File: src/rtl/core/ppts_pkg.sv
package ppts_pkg;

   // default geometry
   localparam int COORD_BITS_DEFAULT = 24;
   localparam int FRAC_BITS_DEFAULT  = 16;

   // configuration register widths
   localparam int MAX_VEL_BITS   = 20;
   localparam int VEL_STEP_BITS  = 16;
   localparam int IDLE_TIME_BITS = 24;
   localparam int CSR_INDEX_BITS = 2;
   localparam int CSR_DATA_BITS  = 24;

   // configuration register indexes
   localparam logic [CSR_INDEX_BITS-1:0] CSR_MAX_VELOCITY      = 2'd0;
   localparam logic [CSR_INDEX_BITS-1:0] CSR_VELOCITY_STEP     = 2'd1;
   localparam logic [CSR_INDEX_BITS-1:0] CSR_IDLE_SEGMENT_TIME = 2'd2;

   // configuration reset values
   localparam logic [MAX_VEL_BITS-1:0]   MAX_VEL_RESET   = 20'd14418;
   localparam logic [VEL_STEP_BITS-1:0]  VEL_STEP_RESET  = 16'd655;
   localparam logic [IDLE_TIME_BITS-1:0] IDLE_TIME_RESET = 24'd6554;

   // velocity and time formats
   localparam int VEL_BITS       = 21;
   localparam int TIME_BITS      = 63;
   localparam int TIME_FRAC_BITS = 32;
   localparam int SEC_BITS       = 31;
   localparam int NSEC_BITS      = 30;

   localparam logic [TIME_BITS-1:0] TIME_MAX   = {TIME_BITS{1'b1}};
   localparam logic [NSEC_BITS-1:0] NS_PER_SEC = 30'd1000000000;

endpackage

File: src/rtl/core/path_point_timestamper.sv
// path_point_timestamper
// Stamps a stream of 2-D path points (signed Q.FRAC_BITS metres) with the
// time a velocity-ramped vehicle reaches them. A point on the req_ channel
// with req_path_start set (or the first point after reset) opens a path and
// gives no result; every later point gives one result on the rsp_ channel:
// the previous point with the accumulated time as seconds and nanoseconds.
// The last point of a path is never stamped.
// Each point is processed one bit or one digit per cycle: squaring of dx and
// dy, square root, long division of the distance by the velocity (skipped
// at zero velocity), time accumulation and shift-add for the nanoseconds.
// A new point is taken only in the idle state, after the previous one has
// been handed to the output register; a path start leaves the block idle.
// req_stall is high while a point is being worked on. The result sits in an
// output register, so the next point is taken while rsp_stall holds the
// previous result; a new result waits inside until that register frees up.
// Reset (synchronous, active high) restores the register defaults, clears
// the velocity, the elapsed time and the previous point, and empties the
// output register. The csr_ channel is always ready; the user must write it
// only while idle, as the block itself does not enforce this.
module path_point_timestamper #(
   parameter int COORD_BITS = ppts_pkg::COORD_BITS_DEFAULT,
   parameter int FRAC_BITS  = ppts_pkg::FRAC_BITS_DEFAULT
) (
   input  logic                                 clock,
   input  logic                                 reset,
   // point input
   input  logic                                 req_valid,
   output logic                                 req_stall,
   input  logic signed [COORD_BITS-1:0]         req_pos_x,
   input  logic signed [COORD_BITS-1:0]         req_pos_y,
   input  logic                                 req_path_start,
   // stamped point output
   output logic                                 rsp_valid,
   input  logic                                 rsp_stall,
   output logic signed [COORD_BITS-1:0]         rsp_out_x,
   output logic signed [COORD_BITS-1:0]         rsp_out_y,
   output logic [ppts_pkg::SEC_BITS-1:0]        rsp_stamp_sec,
   output logic [ppts_pkg::NSEC_BITS-1:0]       rsp_stamp_nanosec,
   // register writes
   input  logic                                 csr_valid,
   output logic                                 csr_ready,
   input  logic [ppts_pkg::CSR_INDEX_BITS-1:0]  csr_index,
   input  logic [ppts_pkg::CSR_DATA_BITS-1:0]   csr_data
);
   import ppts_pkg::*;

   localparam int SQ_BITS    = 2 * COORD_BITS + 1;
   localparam int ROOT_BITS  = COORD_BITS + 1;
   localparam int RAD_BITS   = 2 * ROOT_BITS;
   localparam int RREM_BITS  = ROOT_BITS + 2;
   localparam int QUOT_BITS  = ROOT_BITS + TIME_FRAC_BITS;
   localparam int CNT_BITS   = $clog2(QUOT_BITS + 1);
   localparam int IDLE_SHIFT = TIME_FRAC_BITS - FRAC_BITS;

   localparam logic [CNT_BITS-1:0] CNT_SQ_HALF   = CNT_BITS'(COORD_BITS - 1);
   localparam logic [CNT_BITS-1:0] CNT_SQ_LAST   = CNT_BITS'(2 * COORD_BITS - 1);
   localparam logic [CNT_BITS-1:0] CNT_ROOT_LAST = CNT_BITS'(ROOT_BITS - 1);
   localparam logic [CNT_BITS-1:0] CNT_DIV_LAST  = CNT_BITS'(QUOT_BITS - 1);
   localparam logic [CNT_BITS-1:0] CNT_NANO_LAST = CNT_BITS'(TIME_FRAC_BITS - 1);

   typedef enum logic [2:0] {
      ST_IDLE,
      ST_SQUARE,
      ST_ROOT,
      ST_DIVIDE,
      ST_ACCUM,
      ST_NANO,
      ST_DONE
   } state_type;

   // control state
   state_type                 state_ff,      state_in;
   logic [CNT_BITS-1:0]       cnt_ff,        cnt_in;
   logic                      have_prev_ff,  have_prev_in;
   logic [VEL_BITS-1:0]       velocity_ff,   velocity_in;
   logic [TIME_BITS-1:0]      elapsed_ff,    elapsed_in;
   logic [COORD_BITS-1:0]     prev_x_ff,     prev_x_in;
   logic [COORD_BITS-1:0]     prev_y_ff,     prev_y_in;
   logic                      rsp_valid_ff,  rsp_valid_in;
   logic [MAX_VEL_BITS-1:0]   max_vel_ff,    max_vel_in;
   logic [VEL_STEP_BITS-1:0]  vel_step_ff,   vel_step_in;
   logic [IDLE_TIME_BITS-1:0] idle_time_ff,  idle_time_in;

   // datapath
   logic [COORD_BITS-1:0]     emit_x_ff,     emit_x_in;
   logic [COORD_BITS-1:0]     emit_y_ff,     emit_y_in;
   logic [COORD_BITS-1:0]     mag_y_ff,      mag_y_in;
   logic [COORD_BITS-1:0]     mplier_ff,     mplier_in;
   logic [2*COORD_BITS-1:0]   mcand_ff,      mcand_in;
   logic [SQ_BITS-1:0]        sq_acc_ff,     sq_acc_in;
   logic [RAD_BITS-1:0]       rad_ff,        rad_in;
   logic [RREM_BITS-1:0]      rrem_ff,       rrem_in;
   logic [ROOT_BITS-1:0]      root_ff,       root_in;
   logic [QUOT_BITS-1:0]      dvd_ff,        dvd_in;
   logic [VEL_BITS-1:0]       drem_ff,       drem_in;
   logic [TIME_FRAC_BITS-1:0] frac_ff,       frac_in;
   logic [NSEC_BITS-1:0]      nacc_ff,       nacc_in;
   logic [COORD_BITS-1:0]     out_x_ff,      out_x_in;
   logic [COORD_BITS-1:0]     out_y_ff,      out_y_in;
   logic [SEC_BITS-1:0]       out_sec_ff,    out_sec_in;
   logic [NSEC_BITS-1:0]      out_nsec_ff,   out_nsec_in;

   // combinational helpers
   logic                      req_xfer;
   logic                      out_free;
   logic [COORD_BITS:0]       diff_x;
   logic [COORD_BITS:0]       diff_y;
   logic [COORD_BITS:0]       neg_x;
   logic [COORD_BITS:0]       neg_y;
   logic [COORD_BITS-1:0]     mag_x;
   logic [COORD_BITS-1:0]     mag_y;
   logic [VEL_BITS:0]         vel_sum;
   logic [RREM_BITS+1:0]      rrem_sh;
   logic [RREM_BITS+1:0]      rtrial;
   logic                      rtake;
   logic [VEL_BITS:0]         drem_sh;
   logic                      dtake;
   logic                      quot_sat;
   logic [TIME_BITS-1:0]      seg_dt;
   logic [TIME_BITS:0]        time_sum;
   logic [NSEC_BITS:0]        nsum;

   assign req_xfer  = req_valid && !req_stall;
   assign out_free  = !rsp_valid_ff || !rsp_stall;
   assign req_stall = (state_ff != ST_IDLE);
   assign csr_ready = 1'b1;

   assign rsp_valid         = rsp_valid_ff;
   assign rsp_out_x         = out_x_ff;
   assign rsp_out_y         = out_y_ff;
   assign rsp_stamp_sec     = out_sec_ff;
   assign rsp_stamp_nanosec = out_nsec_ff;

   // coordinate differences and magnitudes
   assign diff_x = {req_pos_x[COORD_BITS-1], req_pos_x} - {prev_x_ff[COORD_BITS-1], prev_x_ff};
   assign diff_y = {req_pos_y[COORD_BITS-1], req_pos_y} - {prev_y_ff[COORD_BITS-1], prev_y_ff};
   assign neg_x  = '0 - diff_x;
   assign neg_y  = '0 - diff_y;
   assign mag_x  = diff_x[COORD_BITS] ? neg_x[COORD_BITS-1:0] : diff_x[COORD_BITS-1:0];
   assign mag_y  = diff_y[COORD_BITS] ? neg_y[COORD_BITS-1:0] : diff_y[COORD_BITS-1:0];

   // velocity ramp, wraps at the velocity width
   assign vel_sum = {1'b0, velocity_ff} + (VEL_BITS + 1)'(vel_step_ff);

   // one root bit per cycle
   assign rrem_sh = {rrem_ff, rad_ff[RAD_BITS-1 -: 2]};
   assign rtrial  = (RREM_BITS + 2)'({root_ff, 2'b01});
   assign rtake   = (rrem_sh >= rtrial);

   // one quotient bit per cycle
   assign drem_sh = {drem_ff, dvd_ff[QUOT_BITS-1]};
   assign dtake   = (drem_sh >= {1'b0, velocity_ff});

   // segment time selection and saturating accumulation
   assign quot_sat = ((dvd_ff >> TIME_BITS) != '0);
   always_comb begin
      if (velocity_ff == '0) begin
         seg_dt = TIME_BITS'(idle_time_ff) << IDLE_SHIFT;
      end else if (quot_sat) begin
         seg_dt = TIME_MAX;
      end else begin
         seg_dt = TIME_BITS'(dvd_ff);
      end
   end
   assign time_sum = {1'b0, elapsed_ff} + {1'b0, seg_dt};

   // shift-add step of fraction times one billion
   assign nsum = {1'b0, nacc_ff} + (frac_ff[0] ? {1'b0, NS_PER_SEC} : '0);

   // next-state logic
   always_comb begin
      state_in     = state_ff;
      cnt_in       = cnt_ff;
      have_prev_in = have_prev_ff;
      velocity_in  = velocity_ff;
      elapsed_in   = elapsed_ff;
      prev_x_in    = prev_x_ff;
      prev_y_in    = prev_y_ff;
      rsp_valid_in = rsp_valid_ff && rsp_stall;
      max_vel_in   = max_vel_ff;
      vel_step_in  = vel_step_ff;
      idle_time_in = idle_time_ff;
      emit_x_in    = emit_x_ff;
      emit_y_in    = emit_y_ff;
      mag_y_in     = mag_y_ff;
      mplier_in    = mplier_ff;
      mcand_in     = mcand_ff;
      sq_acc_in    = sq_acc_ff;
      rad_in       = rad_ff;
      rrem_in      = rrem_ff;
      root_in      = root_ff;
      dvd_in       = dvd_ff;
      drem_in      = drem_ff;
      frac_in      = frac_ff;
      nacc_in      = nacc_ff;
      out_x_in     = out_x_ff;
      out_y_in     = out_y_ff;
      out_sec_in   = out_sec_ff;
      out_nsec_in  = out_nsec_ff;

      // register writes
      if (csr_valid && csr_ready) begin
         unique case (csr_index)
            CSR_MAX_VELOCITY:      max_vel_in   = csr_data[MAX_VEL_BITS-1:0];
            CSR_VELOCITY_STEP:     vel_step_in  = csr_data[VEL_STEP_BITS-1:0];
            CSR_IDLE_SEGMENT_TIME: idle_time_in = csr_data[IDLE_TIME_BITS-1:0];
            default: ;
         endcase
      end

      unique case (state_ff)
         // take a point: open a path or start the distance
         ST_IDLE: begin
            if (req_xfer) begin
               prev_x_in = req_pos_x;
               prev_y_in = req_pos_y;
               if (req_path_start || !have_prev_ff) begin
                  have_prev_in = 1'b1;
                  velocity_in  = '0;
                  elapsed_in   = '0;
               end else begin
                  emit_x_in = prev_x_ff;
                  emit_y_in = prev_y_ff;
                  if (velocity_ff < VEL_BITS'(max_vel_ff)) begin
                     velocity_in = vel_sum[VEL_BITS-1:0];
                  end
                  mag_y_in  = mag_y;
                  mplier_in = mag_x;
                  mcand_in  = (2 * COORD_BITS)'(mag_x);
                  sq_acc_in = '0;
                  cnt_in    = '0;
                  state_in  = ST_SQUARE;
               end
            end
         end
         // dx squared then dy squared, one multiplier bit per cycle
         ST_SQUARE: begin
            sq_acc_in = sq_acc_ff + (mplier_ff[0] ? SQ_BITS'(mcand_ff) : '0);
            mplier_in = mplier_ff >> 1;
            mcand_in  = mcand_ff << 1;
            cnt_in    = cnt_ff + 1'b1;
            if (cnt_ff == CNT_SQ_HALF) begin
               mplier_in = mag_y_ff;
               mcand_in  = (2 * COORD_BITS)'(mag_y_ff);
            end
            if (cnt_ff == CNT_SQ_LAST) begin
               rad_in   = RAD_BITS'(sq_acc_in);
               rrem_in  = '0;
               root_in  = '0;
               cnt_in   = '0;
               state_in = ST_ROOT;
            end
         end
         // restoring square root, two radicand bits per cycle
         ST_ROOT: begin
            rrem_in = rtake ? RREM_BITS'(rrem_sh - rtrial) : RREM_BITS'(rrem_sh);
            root_in = {root_ff[ROOT_BITS-2:0], rtake};
            rad_in  = rad_ff << 2;
            cnt_in  = cnt_ff + 1'b1;
            if (cnt_ff == CNT_ROOT_LAST) begin
               dvd_in  = {root_in, {TIME_FRAC_BITS{1'b0}}};
               drem_in = '0;
               cnt_in  = '0;
               if (velocity_ff == '0) begin
                  state_in = ST_ACCUM;
               end else begin
                  state_in = ST_DIVIDE;
               end
            end
         end
         // long division of distance by velocity into Q.32 seconds
         ST_DIVIDE: begin
            drem_in = dtake ? VEL_BITS'(drem_sh - {1'b0, velocity_ff})
                            : VEL_BITS'(drem_sh);
            dvd_in  = {dvd_ff[QUOT_BITS-2:0], dtake};
            cnt_in  = cnt_ff + 1'b1;
            if (cnt_ff == CNT_DIV_LAST) begin
               cnt_in   = '0;
               state_in = ST_ACCUM;
            end
         end
         // add segment time, saturating
         ST_ACCUM: begin
            elapsed_in = time_sum[TIME_BITS] ? TIME_MAX : time_sum[TIME_BITS-1:0];
            frac_in    = elapsed_in[TIME_FRAC_BITS-1:0];
            nacc_in    = '0;
            cnt_in     = '0;
            state_in   = ST_NANO;
         end
         // fraction times one billion, one fraction bit per cycle
         ST_NANO: begin
            nacc_in = nsum[NSEC_BITS:1];
            frac_in = frac_ff >> 1;
            cnt_in  = cnt_ff + 1'b1;
            if (cnt_ff == CNT_NANO_LAST) begin
               cnt_in   = '0;
               state_in = ST_DONE;
            end
         end
         // hand the stamp to the output register once it is free
         ST_DONE: begin
            if (out_free) begin
               rsp_valid_in = 1'b1;
               out_x_in     = emit_x_ff;
               out_y_in     = emit_y_ff;
               out_sec_in   = elapsed_ff[TIME_BITS-1:TIME_FRAC_BITS];
               out_nsec_in  = nacc_ff;
               state_in     = ST_IDLE;
            end
         end
         default: state_in = ST_IDLE;
      endcase
   end

   // state and registered outputs
   always_ff @(posedge clock) begin
      emit_x_ff   <= emit_x_in;
      emit_y_ff   <= emit_y_in;
      mag_y_ff    <= mag_y_in;
      mplier_ff   <= mplier_in;
      mcand_ff    <= mcand_in;
      sq_acc_ff   <= sq_acc_in;
      rad_ff      <= rad_in;
      rrem_ff     <= rrem_in;
      root_ff     <= root_in;
      dvd_ff      <= dvd_in;
      drem_ff     <= drem_in;
      frac_ff     <= frac_in;
      nacc_ff     <= nacc_in;
      out_x_ff    <= out_x_in;
      out_y_ff    <= out_y_in;
      out_sec_ff  <= out_sec_in;
      out_nsec_ff <= out_nsec_in;
      if (reset) begin
         state_ff     <= ST_IDLE;
         cnt_ff       <= '0;
         have_prev_ff <= 1'b0;
         velocity_ff  <= '0;
         elapsed_ff   <= '0;
         prev_x_ff    <= '0;
         prev_y_ff    <= '0;
         rsp_valid_ff <= 1'b0;
         max_vel_ff   <= MAX_VEL_RESET;
         vel_step_ff  <= VEL_STEP_RESET;
         idle_time_ff <= IDLE_TIME_RESET;
      end else begin
         state_ff     <= state_in;
         cnt_ff       <= cnt_in;
         have_prev_ff <= have_prev_in;
         velocity_ff  <= velocity_in;
         elapsed_ff   <= elapsed_in;
         prev_x_ff    <= prev_x_in;
         prev_y_ff    <= prev_y_in;
         rsp_valid_ff <= rsp_valid_in;
         max_vel_ff   <= max_vel_in;
         vel_step_ff  <= vel_step_in;
         idle_time_ff <= idle_time_in;
      end
   end

endmodule
File: config.mk
export PLATFORM = sky130hd
export DESIGN_NAME = path_point_timestamper
export DESIGN_NICKNAME = d
export VERILOG_FILES = /design/src/rtl/core/ppts_pkg.sv /design/src/rtl/core/path_point_timestamper.sv
export SDC_FILE = /design/constraint.sdc
export NUM_CORES = 2
export LEC_CHECK = 0
export BUFFER_PORTS_ARGS = -buffer_cell sky130_fd_sc_hd__buf_2
export CORE_MARGIN = 2
export CORE_UTILIZATION = 35
export CTS_BUF_LIST = sky130_fd_sc_hd__clkbuf_8 sky130_fd_sc_hd__clkbuf_16
export CTS_CLUSTER_DIAMETER = 60
export DETAILED_ROUTE_END_ITERATION = 6
export GPL_TIMING_DRIVEN = 1
export HOLD_SLACK_MARGIN = 0.03
export PLACE_DENSITY = 0.47
export SLEW_MARGIN = 25
export SYNTH_ARGS = -nofsm -noshare
export SYNTH_HDL_FRONTEND = slang
export SYNTH_SLANG_ARGS = --single-unit
File: constraint.sdc
create_clock -name clock -period 13.5 [get_ports clock]
set_input_delay 1.35 -clock clock [delete_from_list [all_inputs] [get_ports clock]]
set_output_delay 1.35 -clock clock [all_outputs]
set_load 0.05 [all_outputs]
# Yosys cells after proc, flatten, opt, wreduce, memory -nomap -nowiden
# Index checks and enable logic that the tools add are counted.
# W data, S select, Z words.
[classes] n_addsub=11 n_reduce_logical=33 n_lt_le_gt_ge=3 mux=54 bitwise_logic=1 eq_ne=21
[op_table] op="$mux W48" count=4
[op_table] op="$mux W63" count=3
[op_table] op="$pmux W63 S2" count=1
[op_table] op="$mux W24" count=5
[op_table] op="$mux W57" count=2
[op_table] op="$pmux W57 S2" count=1
[op_table] op="$pmux W50 S2" count=1
[op_table] op="$mux W49" count=2
[op_table] op="$pmux W49 S2" count=1
[op_table] op="$pmux W48 S2" count=1
[op_table] op="$mux W21" count=4
[op_table] op="$add A63 B57 Y64" count=1
[op_table] op="$pmux W32 S2" count=1
[op_table] op="$pmux W30 S2" count=1
[op_table] op="$mux W27" count=2
[op_table] op="$pmux W27 S2" count=1
[op_table] op="$mux W50" count=1
[op_table] op="$pmux W25 S2" count=1
[op_table] op="$sub A24 B24 Y25" count=2
[op_table] op="$add A49 B48 Y49" count=1
[op_table] op="$pmux W24 S2" count=1
[op_table] op="$sub A1 B24 Y24 const A" count=2
[op_table] op="$pmux W21 S2" count=1
[op_table] op="$mux W6" count=6
[op_table] op="other kinds (35)" count=77
[word_totals] word_cells=151 out_inout_bits=112 inputBits=80 ff_bits=747

# Logic depth before layout (Yosys ltp)
[depth] word_depth=6 depth_mapped=21 mapped_depth_nobuf=17

# Worst setup path after synthesis
# OpenSTA, ideal clock, no wires.
[synth_timing] kind="input -> register" start="in req_path_start" end="reg mcand_ff[0], enable pin" path_buffers=1 path_slack_ns=2.747 stages=4 arrival_time_ns=10.004 t_required_ns=12.751 setup_time_ns=0.749 path_cell_list="nor2b_1 -> clkbuf_1 -> a21oi_1 -> nor3_1"
[synth_via] elab_chain_len=3
[synth_rtl] item="from (decl)" line_no="path_point_timestamper.sv:31" rtl="input logic req_path_start,"
[synth_rtl] item="$logic_or A1 B1 Y1" line_no="path_point_timestamper.sv:217" rtl="if (req_path_start || !have_prev_ff) begin"
[synth_rtl] item="$ne A2 B2 Y1 (no line)"
[synth_rtl] item="$reduce_and A3 Y1 (no line)"
[synth_rtl] item="to (signal assigned)" line_no="path_point_timestamper.sv:321" rtl="mcand_ff <= mcand_in;"
[synth_rtl] item="to (decl)" line_no="path_point_timestamper.sv:89" rtl="logic [2*COORD_BITS-1:0] mcand_ff, mcand_in;"
# Every way passes these cells.
# A chain may end at the register's enable or synchronous reset.

# Final worst setup path
[layout_timing] start="reg velocity_ff[4]" end="reg frac_ff[11] (data pin)"
[layout_via] elab_chain_len=5
[layout_rtl] item="from (decl)" line_no="path_point_timestamper.sv:75" rtl="logic [VEL_BITS-1:0] velocity_ff, velocity_in;"
[layout_rtl] item="from (signal assigned)" line_no="path_point_timestamper.sv:350" rtl="velocity_ff <= velocity_in;"
[layout_rtl] item="$logic_not A21 Y1" line_no="path_point_timestamper.sv:157" rtl="if (velocity_ff == '0) begin"
[layout_rtl] item="$mux W57" line_no="path_point_timestamper.sv:157"
[layout_rtl] item="$add A63 B57 Y64" line_no="path_point_timestamper.sv:165" rtl="assign time_sum = {1'b0, elapsed_ff} + {1'b0, seg_dt};"
[layout_rtl] item="$mux W63" line_no="path_point_timestamper.sv:284" rtl="elapsed_in = time_sum[TIME_BITS] ? TIME_MAX : time_sum[TIME_BITS-1:0];"
[layout_rtl] item="$pmux W32 S2" line_no="path_point_timestamper.sv:211" rtl="unique case (state_ff)"
[layout_rtl] item="via frac_in[11]" line_no="path_point_timestamper.sv:96" rtl="logic [TIME_FRAC_BITS-1:0] frac_ff, frac_in;"
[layout_rtl] item="to (signal assigned)" line_no="path_point_timestamper.sv:328" rtl="frac_ff <= frac_in;"
[layout_rtl] item="to (decl)" line_no="path_point_timestamper.sv:96"
# The timed path passes the listed nets, and every way through them passes these cells.

==> metrics <==
skew final 34.3 ps; Fmax achieved roughly 150 MHz; worst-margin pin slew 1030 ps; CP Capture Point frac_ff[11]; xor and xnor area share after synthesis 5.26%; clock sinks 747; worst-path maximum fanout 60; Wirelength per Cell about 19 µm; slew margin rel. 30.8%; Mapped Area 41600 µm²; R2R depth 17; row count 126; Comb power frac 31.4%; GRT Util Overall between 10% and 20%; critical setup path kind reg2reg; Netlist cell types 93; clk slew on worst S/H paths 60 ps; Post-Route Setup TNS 0 ps; Max Buffers Root-to-Sink 3; Die Ht roughly 350 µm; Area Growth Syn to Fin 14.0%; First-pass DRT Iterations 7; Nets 4700; Placer Congestion 0.841; max-cap violations 0; Sw Share 34.0%; number of global-route vias before repair 30700; reg2reg setup slack a little under 7000 ps; first-pass GRT wire length ~180000 µm; design area approximately 47000 µm²; worst r2r src velocity_ff[4]; main combinational cell family by area after synthesis compound AO/OA/AOI/OAI gates; Clock Power Share about a third; total CTS buffers 100; compound-cell area share of the yosys netlist 16.6%; Final ANT Viol Nets 0; Setup crit start velocity_ff[4]; failing checks DRC; Initial Util 35.3%; minimum clock period 6740 ps; share of cells above drive strength 1 11.0%; # DRC 3; PD cells 173 nW/µm²; Post-synth ARST share 0%; crit path DAT 7190 ps; Die Area 122000 µm²; Die Wd 349 µm; Resized Gates After CTS 0; status complete, but fails checks; CP Capture Type flip-flop; post-CTS setup buffers 0; Pint ~5.4 mW; FF+latch count, synth 747; IO Pins 192; CP Launch Type flip-flop; clock tree from TritonCTS yes; Final Cycle Share ~50%; core area 118000 µm²; Syn Area/Cell 9.84 µm²; Clock Latency Late Sink 700 ps; initial drt markers 2195; post-synth net total about 4600; RSZ-0062 raised after global routing false; Seq/Total Area, Yosys approximately 50%; initial antenna violation count 13; DP HPWL ~81000 µm; total wire length 115000 µm; vias per inst 5.25; H-tree Lvls 3; adder and majority cell fraction of the synthesized area 7.92%; FF-to-FF End frac_ff[11]; final hold violation count 0; Flop pwr share around 36%; largest net degree at the start of global routing 84; placed instance area 44100 µm²; mux share of post-synthesis cell area under 10%; gr ovfl total 0; simple-gate share of the synthesized area 15.9%; Peak VDD IR 136 µV; fin. max-slew vios 0; CP required 13950 ps; clock root cell clkbuf_16; Yosys Warn Count 0; Tightest Hold Check Type reg2reg; cts hold-fix bufs 0; number of synthesized flops with an enable pin 544; total number of vias 31400; Cells after Synth 4231; LEAKAGE 18.9 nW; final setup fails 0; PortBufs 190; Synth Flop Type edfxtp_1; Sw Pwr 2.79 mW
## cells in the final DEF (no fill, tap or decap), types with 95 or more instances in the layout
cell type	n
edfxtp_1	544
nand2_1	529
nor2_1	357
a21oi_1	350
ha_1	254
o21ai_0	239
inv_1	205
dfxtp_1	202
buf_2	189
xnor2_1	147
a21o_1	139
clkbuf_16	104
xor2_1	103
and3_1	95
## final cells by class
class                   count  area (µm²)
diodes                      3        7.51
clock buffers             112        2710
clock inverters            77         616
fillers                 11700       70600
inverters                 185         694
multi-input cells        3099       19900
flip-flops and latches    747       20400
well taps                1536        1920
repair buffers            227        1240
## worst min path at each step
stage,from,end,slack (ps),cells past startpoint
floorplan,emit_x_ff[0],rsp_out_x[0],400,0
global placement,emit_x_ff[22],rsp_out_x[22],400,0
detailed placement,emit_y_ff[11],rsp_out_y[11],400,0
CTS,emit_y_ff[8],rsp_out_y[8],420,0
global route,emit_y_ff[12],rsp_out_y[12],420,0
finish,emit_y_ff[8],rsp_out_y[8],410,0
## logic make-up (layout without fill, tap and decap cells)
logic type / Yosys count / after routing
xor+xnor: 250 / 250
flops: 747 / 747
fa+ha+maj: 260 / 260
other cells: 1 / 4
mux: 69 / 69
simple gates: 1424 / 1424
buf+inv: 385 / 601
compound gates: 1095 / 1095
## power by group through the flow
| stage | Combinational (mW) | Sequential (mW) | Clock (mW) |
|---|---|---|---|
| after detailed placement | 2.59 | 3.03 | 0 |
| after global placement | 2.59 | 3.03 | 0 |
| after floorplan | 1.95 | 3.02 | 0 |
| final | 2.58 | 2.99 | 2.64 |
| after global routing | 2.90 | 3.02 | 2.80 |
| after CTS | 2.60 | 2.99 | 2.72 |
## synth_stat cells (all sizes together) (10+ instances only)
master   count  area [µm²]
ha         254        3180
or3         22         143
edfxtp     544       16300
nand4       28         175
a31o        12         105
and2        72         450
nor3        59         295
nand3b      24         180
and3        96         606
nor4        10        62.6
xnor2      147        1290
or2         15        93.8
nor2b       66         413
nand2      532        2000
xor2       103         902
o21ai      250        1260
mux2        29         327
nand3       79         395
o31ai       17         133
a21oi      350        1750
a31oi       58         363
a211o       18         160
o21bai      27         203
a211oi      31         233
dfxtp      203        4060
o21a        30         225
a221o       16         160
a2111oi     12         105
nor2       363        1360
clkbuf     188         727
mux2i       40         400
inv        185         694
buf         11        53.8
a22oi       34         255
a21o       141        1060
o211ai      12        95.1
nand2b      26         163
## critical path: stages, from the launching register on
cell and delay [ps]:
dfxtp_1 360, nor4_1 370, nand4_1 230, nor4_2 230, buf_4 710, mux2_2 420, ha_1 390, nand2_1 210
o21ai_0 170, a221oi_1 330, a211oi_1 110, a31oi_1 220, o21ai_0 160, a311oi_1 910, or3_1 700, buf_4 480
nand2_1 130, mux2_2 280
## metrics by stage
| step | power (mW) | hold WS [ps] | utilization, % | cells | setup WS (ps) |
|---|---|---|---|---|---|
| after CTS | 8.31 | 417 | 40.2 | 5983 | 6820 |
| after floorplan | 4.97 | 400 | - | 4231 | 2750 |
| after detailed placement | 5.62 | 405 | 37.4 | 5794 | 6820 |
| after global routing | 8.71 | 424 | 40.2 | 5984 | 6380 |
| final | 8.21 | 412 | 40.2 | 5986 | 6760 |
| after global placement | 5.62 | 401 | 37.4 | 5794 | 6880 |
## routing by layer
layer,wire [µm],up-vias,global-route usage [%]
met5,138,-,0
met4,2610,20,4.92
met3,5710,164,3.94
met2,50200,580,28.9
met1,56100,15100,26.0
li1,-,15600,-
## sequential cells by signal, summed over array words and instances, names as in the netlist, 24 cells and up
| signal | count |
|---|---|
| dvd_ff | 57 |
| elapsed_ff | 63 |
| emit_x_ff | 24 |
| emit_y_ff | 24 |
| frac_ff | 32 |
| idle_time_ff | 24 |
| mag_y_ff | 24 |
| mcand_ff | 48 |
| mplier_ff | 24 |
| nacc_ff | 30 |
| prev_x_ff | 24 |
| prev_y_ff | 24 |
| rad_ff | 50 |
| root_ff | 25 |
| rrem_ff | 27 |
| rsp_out_x | 24 |
| rsp_out_y | 24 |
| rsp_stamp_nanosec | 30 |
| rsp_stamp_sec | 31 |
| sq_acc_ff | 49 |
Note: power is estimated with default switching activity, not from simulation.
